==> config.mk <==
export PLATFORM = sky130hd
export DESIGN_NAME = i2c_master_byte_engine_flat
export DESIGN_NICKNAME = d
export VERILOG_FILES = /design/src/design/i2cm_pkg.sv /design/src/design/i2cm_if.sv /design/src/design/i2cm_in_reg.sv /design/src/design/i2cm_seq.sv /design/src/design/i2c_master_byte_engine.sv /design/src/flat_wrapper.sv
export SDC_FILE = /design/constraint.sdc
export NUM_CORES = 1
export LEC_CHECK = 0
export ABC_AREA = 1
export BUFFER_PORTS_ARGS = -buffer_cell sky130_fd_sc_hd__clkbuf_2
export CAP_MARGIN = 15
export CORE_MARGIN = 1.5
export CORE_UTILIZATION = 50
export DETAILED_ROUTE_END_ITERATION = 6
export HOLD_SLACK_MARGIN = 0.05
export PLACE_DENSITY = 0.77
export SKIP_CTS_REPAIR_TIMING = 1
export SYNTH_ARGS = -nofsm -noshare
export SYNTH_HDL_FRONTEND = slang
export SYNTH_HIERARCHICAL = 1
export SYNTH_SLANG_ARGS = --single-unit
==> constraint.sdc <==
create_clock -name clk -period 5.95 [get_ports clk]
set_input_delay 1.4875 -clock clk [delete_from_list [all_inputs] [get_ports clk]]
set_output_delay 1.4875 -clock clk [all_outputs]
set_load 0.02 [all_outputs]
==> src/design/i2cm_pkg.sv <==
// ----------------------------------------------------------------------------
// i2cm_pkg
// shared types, constants and helpers of the i2c master byte engine
// ----------------------------------------------------------------------------
`default_nettype none

package i2cm_pkg;

  localparam int TICK_COUNTER_BITS = 16;
  localparam int PHASE_TICKS_W     = 16;
  localparam logic [PHASE_TICKS_W-1:0] PHASE_TICKS_RST = 16'd125;
  localparam logic [3:0] BITS_PER_BYTE = 4'd8;

  typedef logic [TICK_COUNTER_BITS-1:0] tick_cnt_t;

  typedef enum logic [2:0] {
    OP_TICK  = 3'd0,
    OP_START = 3'd1,
    OP_STOP  = 3'd2,
    OP_WRITE = 3'd3,
    OP_READ  = 3'd4
  } op_code_t;

  typedef enum logic [4:0] {
    CMD_IDLE  = 5'b00001,
    CMD_START = 5'b00010,
    CMD_STOP  = 5'b00100,
    CMD_WRITE = 5'b01000,
    CMD_READ  = 5'b10000
  } cmd_state_t;

  typedef struct packed {
    logic [2:0] operation;
    logic [7:0] data_byte;
    logic       nack_last;
    logic       sda_in;
  } cmd_t;

  typedef struct packed {
    logic valid;
    cmd_t cmd;
  } cmd_stage_t;

  typedef struct packed {
    logic       scl_out;
    logic       sda_out;
    logic       sda_drive;
    logic       busy_res;
    logic       done_res;
    logic       ack_received;
    logic [7:0] read_byte;
  } res_t;

  // phase length masked to the counter width, zero taken as one
  function automatic tick_cnt_t unit_ticks(input logic [PHASE_TICKS_W-1:0] pt);
    tick_cnt_t u;
    u = '0;
    for (int i = 0; i < TICK_COUNTER_BITS; i++) begin
      if (i < PHASE_TICKS_W) begin
        u[i] = pt[i];
      end
    end
    if (u == '0) begin
      u = tick_cnt_t'(1);
    end
    return u;
  endfunction

endpackage

`default_nettype wire

==> src/design/i2cm_if.sv <==
// ----------------------------------------------------------------------------
// i2cm channel interfaces
// command, result and configuration channels with valid/ready
// ----------------------------------------------------------------------------
`default_nettype none

interface i2cm_cmd_if;
  logic       valid;
  logic       ready;
  logic [2:0] operation;
  logic [7:0] data_byte;
  logic       nack_last;
  logic       sda_in;

  modport source (output valid, output operation, output data_byte,
                  output nack_last, output sda_in, input ready);
  modport sink   (input valid, input operation, input data_byte,
                  input nack_last, input sda_in, output ready);
endinterface

interface i2cm_res_if;
  logic       valid;
  logic       ready;
  logic       scl_out;
  logic       sda_out;
  logic       sda_drive;
  logic       busy_res;
  logic       done_res;
  logic       ack_received;
  logic [7:0] read_byte;

  modport source (output valid, output scl_out, output sda_out, output sda_drive,
                  output busy_res, output done_res, output ack_received,
                  output read_byte, input ready);
  modport sink   (input valid, input scl_out, input sda_out, input sda_drive,
                  input busy_res, input done_res, input ack_received,
                  input read_byte, output ready);
endinterface

interface i2cm_cfg_if;
  logic        valid;
  logic        ready;
  logic [15:0] phase_ticks;

  modport source (output valid, output phase_ticks, input ready);
  modport sink   (input valid, input phase_ticks, output ready);
endinterface

`default_nettype wire

==> src/design/i2cm_in_reg.sv <==
// ----------------------------------------------------------------------------
// i2cm_in_reg
// input register stage for command items
// ----------------------------------------------------------------------------
`default_nettype none

module i2cm_in_reg
  import i2cm_pkg::*;
(
  input  wire logic       clk,
  input  wire logic       rst,
  i2cm_cmd_if.sink        cmd,
  input  wire logic       advance,
  output cmd_stage_t      stage
);

  logic valid;
  cmd_t item;

  assign cmd.ready = !valid || advance;

  always_ff @(posedge clk) begin
    if (rst) begin
      valid <= 1'b0;
    end else if (cmd.ready) begin
      valid <= cmd.valid;
    end
  end

  always_ff @(posedge clk) begin
    if (cmd.ready && cmd.valid) begin
      item <= '{operation: cmd.operation, data_byte: cmd.data_byte,
                nack_last: cmd.nack_last, sda_in: cmd.sda_in};
    end
  end

  assign stage = '{valid: valid, cmd: item};

endmodule

`default_nettype wire

==> src/design/i2cm_seq.sv <==
// ----------------------------------------------------------------------------
// i2cm_seq
// bus phase sequencer with pin state and registered result
// ----------------------------------------------------------------------------
`default_nettype none

module i2cm_seq
  import i2cm_pkg::*;
(
  input  wire logic                     clk,
  input  wire logic                     rst,
  input  wire cmd_stage_t               stage,
  output logic                          advance,
  input  wire logic [PHASE_TICKS_W-1:0] phase_ticks,
  i2cm_res_if.source                    res
);

  cmd_state_t cmd, cmd_next;
  tick_cnt_t  phase_cnt, phase_cnt_next;
  logic [2:0] step, step_next;
  logic [3:0] bit_cnt, bit_cnt_next;
  logic [7:0] shifter, shifter_next;
  logic       scl, scl_next;
  logic       sda, sda_next;
  logic       sda_en, sda_en_next;
  logic       ack, ack_next;
  logic       nack_pend, nack_pend_next;
  logic [7:0] read_hold, read_hold_next;
  logic       done;
  logic       fire;
  logic       res_valid;
  res_t       res_q;

  logic [TICK_COUNTER_BITS:0] cnt_inc;
  logic [TICK_COUNTER_BITS:0] unit_ext;
  logic [3:0]                 bit_inc;
  logic [7:0]                 shift_left;
  logic                       phase_end;

  assign advance = !res_valid || res.ready;
  assign fire    = stage.valid && advance;

  assign cnt_inc    = {1'b0, phase_cnt} + {{TICK_COUNTER_BITS{1'b0}}, 1'b1};
  assign unit_ext   = {1'b0, unit_ticks(phase_ticks)};
  assign phase_end  = cnt_inc >= unit_ext;
  assign bit_inc    = bit_cnt + 4'd1;
  assign shift_left = {shifter[6:0], 1'b0};

  always_comb begin
    cmd_next       = cmd;
    phase_cnt_next = phase_cnt;
    step_next      = step;
    bit_cnt_next   = bit_cnt;
    shifter_next   = shifter;
    scl_next       = scl;
    sda_next       = sda;
    sda_en_next    = sda_en;
    ack_next       = ack;
    nack_pend_next = nack_pend;
    read_hold_next = read_hold;
    done           = 1'b0;
    if (cmd != CMD_IDLE) begin
      if (!phase_end) begin
        phase_cnt_next = cnt_inc[TICK_COUNTER_BITS-1:0];
      end else begin
        phase_cnt_next = '0;
        step_next      = step + 3'd1;
        unique case (cmd)
          CMD_START: begin
            if (step == 3'd0) begin
              sda_en_next = 1'b1;
              sda_next    = 1'b0;
            end else begin
              scl_next = 1'b0;
              done     = 1'b1;
            end
          end
          CMD_STOP: begin
            if (step == 3'd0) begin
              scl_next = 1'b1;
            end else if (step == 3'd1) begin
              sda_en_next = 1'b1;
              sda_next    = 1'b1;
            end else begin
              done = 1'b1;
            end
          end
          CMD_WRITE: begin
            unique case (step)
              3'd0, 3'd3: scl_next = 1'b1;
              3'd1: ;
              3'd2: begin
                scl_next     = 1'b0;
                shifter_next = shift_left;
                bit_cnt_next = bit_inc;
                if (bit_inc < BITS_PER_BYTE) begin
                  sda_en_next = 1'b1;
                  sda_next    = shift_left[7];
                  step_next   = 3'd0;
                end else begin
                  sda_en_next = 1'b0;
                  sda_next    = 1'b1;
                end
              end
              3'd4: ack_next = !stage.cmd.sda_in;
              3'd5: scl_next = 1'b0;
              default: begin
                sda_en_next = 1'b1;
                sda_next    = 1'b0;
                done        = 1'b1;
              end
            endcase
          end
          CMD_READ: begin
            unique case (step)
              3'd0, 3'd2, 3'd4, 3'd6: ;
              3'd1: begin
                scl_next     = 1'b1;
                shifter_next = {shifter[6:0], stage.cmd.sda_in};
              end
              3'd3: begin
                scl_next     = 1'b0;
                bit_cnt_next = bit_inc;
                if (bit_inc < BITS_PER_BYTE) begin
                  step_next = 3'd0;
                end else if (!nack_pend) begin
                  sda_en_next = 1'b1;
                  sda_next    = 1'b0;
                end
              end
              3'd5: scl_next = 1'b1;
              default: begin
                sda_en_next    = 1'b0;
                sda_next       = 1'b1;
                scl_next       = 1'b0;
                read_hold_next = shifter;
                done           = 1'b1;
              end
            endcase
          end
          default: done = 1'b1;
        endcase
        if (done) begin
          cmd_next     = CMD_IDLE;
          step_next    = '0;
          bit_cnt_next = '0;
        end
      end
    end else begin
      phase_cnt_next = '0;
      step_next      = '0;
      bit_cnt_next   = '0;
      unique case (stage.cmd.operation)
        OP_START: cmd_next = CMD_START;
        OP_STOP: begin
          cmd_next    = CMD_STOP;
          sda_en_next = 1'b1;
          sda_next    = 1'b0;
        end
        OP_WRITE: begin
          cmd_next     = CMD_WRITE;
          shifter_next = stage.cmd.data_byte;
          sda_en_next  = 1'b1;
          sda_next     = stage.cmd.data_byte[7];
        end
        OP_READ: begin
          cmd_next       = CMD_READ;
          shifter_next   = '0;
          nack_pend_next = stage.cmd.nack_last;
          sda_en_next    = 1'b0;
          sda_next       = 1'b1;
        end
        default: begin
          phase_cnt_next = phase_cnt;
          step_next      = step;
          bit_cnt_next   = bit_cnt;
        end
      endcase
    end
  end

  always_ff @(posedge clk) begin
    if (rst) begin
      cmd       <= CMD_IDLE;
      phase_cnt <= '0;
      step      <= '0;
      bit_cnt   <= '0;
      shifter   <= '0;
      scl       <= 1'b1;
      sda       <= 1'b1;
      sda_en    <= 1'b1;
      ack       <= 1'b0;
      nack_pend <= 1'b0;
      read_hold <= '0;
      res_valid <= 1'b0;
    end else begin
      if (fire) begin
        cmd       <= cmd_next;
        phase_cnt <= phase_cnt_next;
        step      <= step_next;
        bit_cnt   <= bit_cnt_next;
        shifter   <= shifter_next;
        scl       <= scl_next;
        sda       <= sda_next;
        sda_en    <= sda_en_next;
        ack       <= ack_next;
        nack_pend <= nack_pend_next;
        read_hold <= read_hold_next;
      end
      if (advance) begin
        res_valid <= stage.valid;
      end
    end
  end

  always_ff @(posedge clk) begin
    if (fire) begin
      res_q <= '{scl_out:      scl_next,
                 sda_out:      sda_en_next ? sda_next : 1'b1,
                 sda_drive:    sda_en_next,
                 busy_res:     cmd_next != CMD_IDLE,
                 done_res:     done,
                 ack_received: ack_next,
                 read_byte:    read_hold_next};
    end
  end

  assign res.valid        = res_valid;
  assign res.scl_out      = res_q.scl_out;
  assign res.sda_out      = res_q.sda_out;
  assign res.sda_drive    = res_q.sda_drive;
  assign res.busy_res     = res_q.busy_res;
  assign res.done_res     = res_q.done_res;
  assign res.ack_received = res_q.ack_received;
  assign res.read_byte    = res_q.read_byte;

`ifndef SYNTHESIS
  a_done_idle: assert property (@(posedge clk) disable iff (rst)
    (fire && done) |=> (cmd == CMD_IDLE && res_valid && res.done_res && !res.busy_res))
    else $error("done without return to idle");

  a_busy_holds: assert property (@(posedge clk) disable iff (rst)
    (fire && cmd != CMD_IDLE && !done) |=> (cmd == $past(cmd)))
    else $error("command changed while busy");

  a_idle_clear: assert property (@(posedge clk) disable iff (rst)
    (cmd == CMD_IDLE) |-> (step == 3'd0 && bit_cnt == 4'd0))
    else $error("idle with sequence state left over");

  a_bit_bound: assert property (@(posedge clk) disable iff (rst)
    (fire && cmd != CMD_IDLE) |=> (bit_cnt <= BITS_PER_BYTE))
    else $error("bit counter past one byte");
`endif

endmodule

`default_nettype wire

==> src/design/i2c_master_byte_engine.sv <==
// ----------------------------------------------------------------------------
// i2c_master_byte_engine
// i2c master that runs start, stop, byte write and byte read commands,
// advanced by one tick item per bus timebase cycle
// ----------------------------------------------------------------------------
//   channel  dir  handshake      payload
//   cmd      in   valid/ready    operation, data_byte, nack_last, sda_in
//   res      out  valid/ready    scl_out, sda_out, sda_drive, busy_res,
//                                done_res, ack_received, read_byte
//   cfg      in   valid/ready    phase_ticks
//
// one result item per command item, offered once it has passed the input
// register and the result register; one item per cycle sustained while res
// is ready: input register, one step of the phase sequencer, result register
// a stalled result holds the sequencer; the input register takes one more item
// synchronous reset returns the bus to idle, scl and sda high and driven
// ----------------------------------------------------------------------------
`default_nettype none

module i2c_master_byte_engine
  import i2cm_pkg::*;
(
  input  wire logic  clk,
  input  wire logic  rst,
  i2cm_cmd_if.sink   cmd,
  i2cm_res_if.source res,
  i2cm_cfg_if.sink   cfg
);

  logic [PHASE_TICKS_W-1:0] phase_ticks;
  cmd_stage_t               stage;
  logic                     advance;

  assign cfg.ready = 1'b1;

  always_ff @(posedge clk) begin
    if (rst) begin
      phase_ticks <= PHASE_TICKS_RST;
    end else if (cfg.valid) begin
      phase_ticks <= cfg.phase_ticks;
    end
  end

  i2cm_in_reg u_in_reg (
    .clk     (clk),
    .rst     (rst),
    .cmd     (cmd),
    .advance (advance),
    .stage   (stage)
  );

  i2cm_seq u_seq (
    .clk         (clk),
    .rst         (rst),
    .stage       (stage),
    .advance     (advance),
    .phase_ticks (phase_ticks),
    .res         (res)
  );

endmodule

`default_nettype wire
==> src/flat_wrapper.sv <==
// flat-port wrapper written by rule: the top's interface ports become plain ports
module i2c_master_byte_engine_flat import i2cm_pkg::*;
  (clk, rst, cmd_valid, cmd_operation, cmd_data_byte, cmd_nack_last, cmd_sda_in, cmd_ready, res_valid, res_scl_out, res_sda_out, res_sda_drive, res_busy_res, res_done_res, res_ack_received, res_read_byte, res_ready, cfg_valid, cfg_phase_ticks, cfg_ready);
  i2cm_cmd_if cmd_i ();
  i2cm_res_if res_i ();
  i2cm_cfg_if cfg_i ();
  input  wire logic clk;
  input  wire logic rst;
  input wire logic [$bits(cmd_i.valid)-1:0] cmd_valid;
  input wire logic [$bits(cmd_i.operation)-1:0] cmd_operation;
  input wire logic [$bits(cmd_i.data_byte)-1:0] cmd_data_byte;
  input wire logic [$bits(cmd_i.nack_last)-1:0] cmd_nack_last;
  input wire logic [$bits(cmd_i.sda_in)-1:0] cmd_sda_in;
  output wire logic [$bits(cmd_i.ready)-1:0] cmd_ready;
  output wire logic [$bits(res_i.valid)-1:0] res_valid;
  output wire logic [$bits(res_i.scl_out)-1:0] res_scl_out;
  output wire logic [$bits(res_i.sda_out)-1:0] res_sda_out;
  output wire logic [$bits(res_i.sda_drive)-1:0] res_sda_drive;
  output wire logic [$bits(res_i.busy_res)-1:0] res_busy_res;
  output wire logic [$bits(res_i.done_res)-1:0] res_done_res;
  output wire logic [$bits(res_i.ack_received)-1:0] res_ack_received;
  output wire logic [$bits(res_i.read_byte)-1:0] res_read_byte;
  input wire logic [$bits(res_i.ready)-1:0] res_ready;
  input wire logic [$bits(cfg_i.valid)-1:0] cfg_valid;
  input wire logic [$bits(cfg_i.phase_ticks)-1:0] cfg_phase_ticks;
  output wire logic [$bits(cfg_i.ready)-1:0] cfg_ready;
  assign cmd_i.valid = cmd_valid;
  assign cmd_i.operation = cmd_operation;
  assign cmd_i.data_byte = cmd_data_byte;
  assign cmd_i.nack_last = cmd_nack_last;
  assign cmd_i.sda_in = cmd_sda_in;
  assign cmd_ready = cmd_i.ready;
  assign res_valid = res_i.valid;
  assign res_scl_out = res_i.scl_out;
  assign res_sda_out = res_i.sda_out;
  assign res_sda_drive = res_i.sda_drive;
  assign res_busy_res = res_i.busy_res;
  assign res_done_res = res_i.done_res;
  assign res_ack_received = res_i.ack_received;
  assign res_read_byte = res_i.read_byte;
  assign res_i.ready = res_ready;
  assign cfg_i.valid = cfg_valid;
  assign cfg_i.phase_ticks = cfg_phase_ticks;
  assign cfg_ready = cfg_i.ready;
  i2c_master_byte_engine u_core (.clk(clk), .rst(rst), .cmd(cmd_i), .res(res_i), .cfg(cfg_i));
endmodule
==> out/metrics.yaml, run 1 <==
run_status: "completed"
cts_sinks: 94
holdCritPathClass: "flop to flop"
slew_viol_final: 0
p_per_area_nw_per_um2: 254
start_util_pct: 51.6
setup_viol: 0
rows: 37
total_leakage_power_nw: 2.88
ys.flop_type: "dfxtp_1"
ys_ff_latch: 94
grt_max_degree: 36
synth_edf_count: 27
ir_worst_vdd_mv: 0.148
final.setup.tns_ns: 0
final_common_cell: "nand2_1"
fin_crit_ns: 3.69
netlist_area_um2: 5360
syn_inst: 755
io_pins: 51
min_from: "u_core/u_seq/nack_pend"
hold_slack_ns: 0.452
grt_usage_pct: 21.5
cts_tree: "done"
dp_hpwl_um: 8410
antenna_left: 0
via_per_inst: 4.97
rsz0062_at_grt: "no"
final_cell_mix: "nand2_1 (213), nor2_1 (121), inv_1 (103)"
via_count: 4676
dr.pass1.iters: 5
r2r_start: "u_core/u_seq/phase_cnt[0]"
relSlewSlack_pct: 60.5
cts_htree_levels: 3
grt_pass1_wl_um: 19500
place.port_buffers: 49
numCtsBuffers: 9
path_clk_slew_ns: 0.10
synth_cell_type_count: 45
drive_gt1_share_pct: 13.1
critPathArrivalTime_ns: 3.82
wirelength_um: 11300
clk_latency_ns: 0.38
max_freq_ghz: 0.271
antenna_found_initial: 0
fin_ws_ns: 2.26
ys.warnings.count: 6
crit_required_ns: 6.08
max_slew.worst_pin.slew_ns: 0.593
endpoint_kind: "flop"
overflow: 0
cp_max_fo: 7
cp-startpoint: "u_core/u_seq/phase_cnt[0]"
num-nets-final: 856
dpl_worst_slack_ns: 2.27
wire_per_inst_um: 12.0
async_flop_share_pct: 0
die_h_um: 106
die-area_um2: 11300
core_um2: 10400
dr.first_iter.drc_count: 232
grt_pass1_vias: 4389
worstSetupPathType: "flop to flop"
cap_violations: 0
reg2reg_slack_ns: 2.26
syn_nets: 812
cts_max_path_buffers: 2
syn_to_final_growth_pct: 9.42
gp_congestion: 0.929
drc: 0
cp-start-kind: "flop"
root_buffer: "clkbuf_8"
avgSynthCellArea_um2: 7.09
finalHoldViolCount: 0
ys_seq_area_share_pct: 40.2
skew_ns: 0.0113
diodes: 0
period_share_pct: 62.0
die_w_um: 106
## critical path: stages, from the launching register on
cell and delay (ns):
dfxtp_1 0.42, ha_1 0.19, nand2_1 0.08, nor2_1 0.17, nand2_1 0.10, nor3_1 0.24
nand2_1 0.14, nor3_1 0.19, xor2_1 0.13, ha_1 0.33, nand2_1 0.11, nor2_1 0.12
nand4_1 0.12, nor2_1 0.13, nor2_1 0.07, nand3_2 0.16, nand2_4 0.12, inv_1 0.16
nand2_1 0.24, nand2_1 0.17, nand2_1 0.07
## logic make-up (layout without fill, tap and decap cells)
logic type | after synthesis | in the layout | synth area share, %
other | 1 | 1 | 0.0700
AOI/OAI and AO/OA | 79 | 79 | 8.88
xor gates and xnor gates | 13 | 13 | 2.13
DFF | 94 | 94 | 40.2
and+or+nand+nor | 415 | 415 | 33.1
adders and majority gates | 23 | 23 | 5.37
buffers and inverters | 130 | 179 | 10.2
## layout make-up
class,count,area [um2]
inverters,112,423
repair buffers,51,260
well taps,136,170
clock buffers,10,128
flip-flops and latches,94,2150
fillers,1004,4510
clock inverters,6,71.3
multi-input cells,531,2660
## sequential cells by signal, summed over array words and instances (netlist names)
signal / flops
u_core/u_seq/res.read_byte: 8
u_core/u_seq/res.scl_out: 1
u_core/u_seq/sda_en: 1
u_core/u_seq/bit_cnt: 4
u_core/u_seq/read_hold: 8
u_core/u_seq/phase_cnt: 16
u_core/u_seq/res.busy_res: 1
u_core/u_seq/cmd: 5
u_core/u_seq/nack_pend: 1
u_core/u_seq/res.sda_drive: 1
u_core/u_in_reg/valid: 1
u_core/u_seq/ack: 1
u_core/u_seq/res.ack_received: 1
u_core/u_seq/res.valid: 1
u_core/u_seq/scl: 1
u_core/u_seq/res.done_res: 1
u_core/phase_ticks: 16
u_core/u_in_reg/stage: 13
u_core/u_seq/shifter: 8
u_core/u_seq/res.sda_out: 1
u_core/u_seq/sda: 1
u_core/u_seq/step: 3
## power breakdown
group | switching (mW) | internal, mW
Clock | 0.239 | 0.198
Sequential | 0.0379 | 0.708
Combinational | 0.201 | 0.103
## through the flow
step	total power, mW	area (um2)	std cells	util [%]
after floorplan	0.989	5360	755	-
after global placement	1.05	5660	924	54.6
after detailed placement	1.06	5660	924	54.6
after CTS	1.49	5860	940	56.5
after global routing	1.57	5860	940	56.5
final	1.49	5860	940	56.5
## worst paths after layout
path,endpoint,depth (start not counted)
worst min register to register,u_core/u_seq/nack_pend,2
worst min-delay path,u_core/u_seq/nack_pend,2
worst max-delay path,u_core/u_seq/res.read_byte[5],20
worst max register to register,u_core/u_seq/res.read_byte[5],20
## per-layer routing
layer	track usage, %	wire, um	part of all wire (%)
met3	2.64	595	5.3
met4	10.2	287	2.5
met5	0	0	0
met1	28.1	5230	46
met2	35.5	5210	46
## cells in the mapped netlist (all sizes together) (2+ instances only)
library cell / number / share of area, %
ha: 23 / 5.4
nor2: 125 / 9.0
nor4: 4 / 0.47
nand3: 31 / 3.3
clkbuf: 8 / 0.56
inv: 111 / 7.8
o21ai: 35 / 3.5
dfxtp: 67 / 25
nor3: 18 / 2.2
edfxtp: 27 / 15
buf: 10 / 1.8
nand2: 223 / 16
a31oi: 2 / 0.23
a21oi: 27 / 2.7
xnor2: 6 / 0.98
a22oi: 8 / 1.1
nand4: 12 / 1.6
xor2: 7 / 1.1
Note: power is estimated with default switching activity, not from simulation.
==> run 2, diff against run 1 <==
clock period = 3.76 ns   (was 5.95 ns; I/O delays follow)
==> run 2 against run 1 <==
Net effect: clock skew is essentially flat; critical path type unchanged; worst setup slack lost 1.8 ns; sequential share of layout area shrank 0.41 points.
==> out/metrics.yaml, run 2 (synthesis results as in run 1) <==
antenna_found_initial: 0  # unchanged
period_share_pct: 88.5  # was 62.0%
grt_pass1_vias: 4367  # was 4389
worstPathCellList: "ha_1 -> nand2_1 -> nor2_1 -> nand2_1 -> nor3_2 -> nand2_1 -> nor3_1 -> xor2_1 -> ha_1 -> nand2_1 -> nor2_1 -> nand4_1 -> nor2_1 -> nor2_1 -> nand3_2 -> nand2_4 -> nand2_2 -> nand2_2 -> nand2_4 -> o21ai_0"  # was ha_1 -> nand2_1 -> nor2_1 -> nand2_1 -> nor3_1 -> nand2_1 -> nor3_1 -> xor2_1 -> ha_1 -> nand2_1 -> nor2_1 -> nand4_1 -> nor2_1 -> nor2_1 -> nand3_2 -> nand2_4 -> inv_1 -> nand2_1 -> nand2_1 -> nand2_1
syn_to_final_growth_pct: 10.7  # was 9.42%
relSlewSlack_pct: 57.5  # was 60.5%
wirelength_um: 11500  # was 11300 um
die-area_um2: 11300  # unchanged
cts_htree_levels: 3  # unchanged
place.port_buffers: 49  # unchanged
skew_ns: 0.0115  # was 0.0113 ns
power_frac_comb_pct: 19.8  # was 20.4%
crit_family: "simple AND/OR/NAND/NOR gates"  # unchanged
dr.pass1.iters: 4  # was 5
rsz0062_at_grt: "no"  # unchanged
cap_violations: 0  # unchanged
grt_usage_pct: 21.8  # was 21.5%
slowest_stage: "dfxtp_1"  # unchanged
dp_hpwl_um: 8510  # was 8410 um
clk_latency_ns: 0.37  # was 0.38 ns
total_leakage_power_nw: 2.92  # was 2.88 nW
via_per_inst: 5.04  # was 4.97
final_cell_area_um2: 5930  # was 5860 um2
crit_required_ns: 4.05  # was 6.08 ns
cp-start-kind: "flop"  # unchanged
io_pins: 51  # unchanged
antenna_left: 0  # unchanged
path_clk_slew_ns: 0.10  # about the same
cts_sinks: 94  # unchanged
via_count: 4748  # was 4676
gp_congestion: 0.915  # was 0.929
diodes: 0  # unchanged
overflow: 0  # unchanged
power_frac_seq_pct: 48.2  # was 50.2%
num-nets-final: 858  # was 856
highest_layer: "met4"  # unchanged
drive_gt1_share_pct: 13.9  # was 13.1%
switching_share_pct: 31.6  # was 32.1%
setup_viol: 0  # unchanged
worstSetupPathType: "flop to flop"  # unchanged
cp_max_fo: 18  # was 7
cts_max_path_buffers: 2  # unchanged
wl_met2_um: 5120  # was 5210 um
numCtsBuffers: 9  # unchanged
pwr-share-clk_pct: 32.0  # was 29.4%
grt_max_degree: 35  # was 36
dr.first_iter.drc_count: 305  # was 232
start_util_pct: 51.6  # unchanged
run_status: "completed"  # unchanged
die_h_um: 106  # unchanged
p_per_area_nw_per_um2: 414  # was 254 nW/um2
holdCritPathClass: "flop to flop"  # unchanged
rows: 37  # unchanged
cts_tree: "done"  # unchanged
wl_met3_um: 847  # was 595 um
final_common_cell: "nand2_1"  # unchanged
critPathArrivalTime_ns: 3.62  # was 3.82 ns
max_slew.worst_pin.slew_ns: 0.638  # was 0.593 ns
slew_viol_final: 0  # unchanged
p_int_mw: 1.68  # was 1.01 mW
wl_met1_um: 5400  # was 5230 um
core_um2: 10400  # unchanged
wire_per_inst_um: 12.2  # was 12.0 um
grt_pass1_wl_um: 20000  # was 19500 um
timing.critical_path.buf_inv: 0  # was 1
p_sw_mw: 0.775  # was 0.478 mW
die_w_um: 106  # unchanged
final_cell_mix: "nand2_1 (212), nor2_1 (119), inv_1 (103)"  # was nand2_1 (213), nor2_1 (121), inv_1 (103)
ir_worst_vdd_mv: 0.258  # was 0.148 mV
drc: 0  # unchanged
max_freq_ghz: 0.300  # was 0.271 GHz
slowest_delay_ns: 0.38  # was 0.42 ns
final.setup.tns_ns: 0  # unchanged
endpoint_kind: "flop"  # unchanged
placed_cell_area_um2: 5670  # was 5660 um2
finalHoldViolCount: 0  # unchanged
root_buffer: "clkbuf_8"  # unchanged
fin_crit_ns: 3.33  # was 3.69 ns
-- run 2: cell types whose count changed in the layout (fill, tap and decap cells not counted), moves of 2 or more --
cell,delta
buf_4,+2
inv_6,+2
nor2_1,-2
nor2_2,+2
-- run 2: stage by stage --
step | worst slack [ns] | std cells | total power [mW] | hold WS, ns | util, %
floorplan | 0.768 | 755 | 1.57 | 0.424 | -
global placement | 0.406 | 925 | 1.67 | 0.465 | 54.7
detailed placement | 0.356 | 925 | 1.68 | 0.469 | 54.7
CTS | 0.326 | 941 | 2.47 | 0.483 | 56.9
global route | 0.0138 | 942 | 2.59 | 0.502 | 57.1
finish | 0.432 | 942 | 2.45 | 0.485 | 57.1
-- run 2: layout make-up --
cell class | count | area [um2]
fillers | 1021 | 4440
clock inverters | 7 | 114
multi-input cells | 531 | 2670
clock buffers | 9 | 124
well taps | 136 | 170
repair buffers | 53 | 275
flip-flops and latches | 94 | 2150
inverters | 112 | 423
-- run 2: tightest hold or removal path: stages (launching register included) --
cell	delay (ns)
dfxtp_1	0.33
nand2_1	0.07
a21oi_1	0.05
-- run 2: power by group through the flow --
stage	clock network, mW	logic (mW)	registers, mW
detailed placement	0	0.478	1.20
finish	0.783	0.486	1.18
global placement	0	0.470	1.20
floorplan	0	0.363	1.20
CTS	0.804	0.482	1.18
global route	0.842	0.556	1.19
-- run 2: routing by layer --
metal  vias to the layer above  global-route usage, %
met5                         -                      0
met4                         0                   5.71
met3                        12                   3.86
met2                       149                   35.5
met1                      2114                   29.8
li1                       2473                      -
-- run 2: final timing paths --
path              slack [ns]                       from                      end  cells past startpoint
hold reg to reg         0.49    u_core/u_seq/bit_cnt[3]  u_core/u_seq/bit_cnt[3]                      2
setup reg to reg        0.43  u_core/u_seq/phase_cnt[0]     u_core/u_seq/step[2]                     20
setup / recovery        0.43  u_core/u_seq/phase_cnt[0]     u_core/u_seq/step[2]                     20
hold / removal          0.49    u_core/u_seq/bit_cnt[3]  u_core/u_seq/bit_cnt[3]                      2
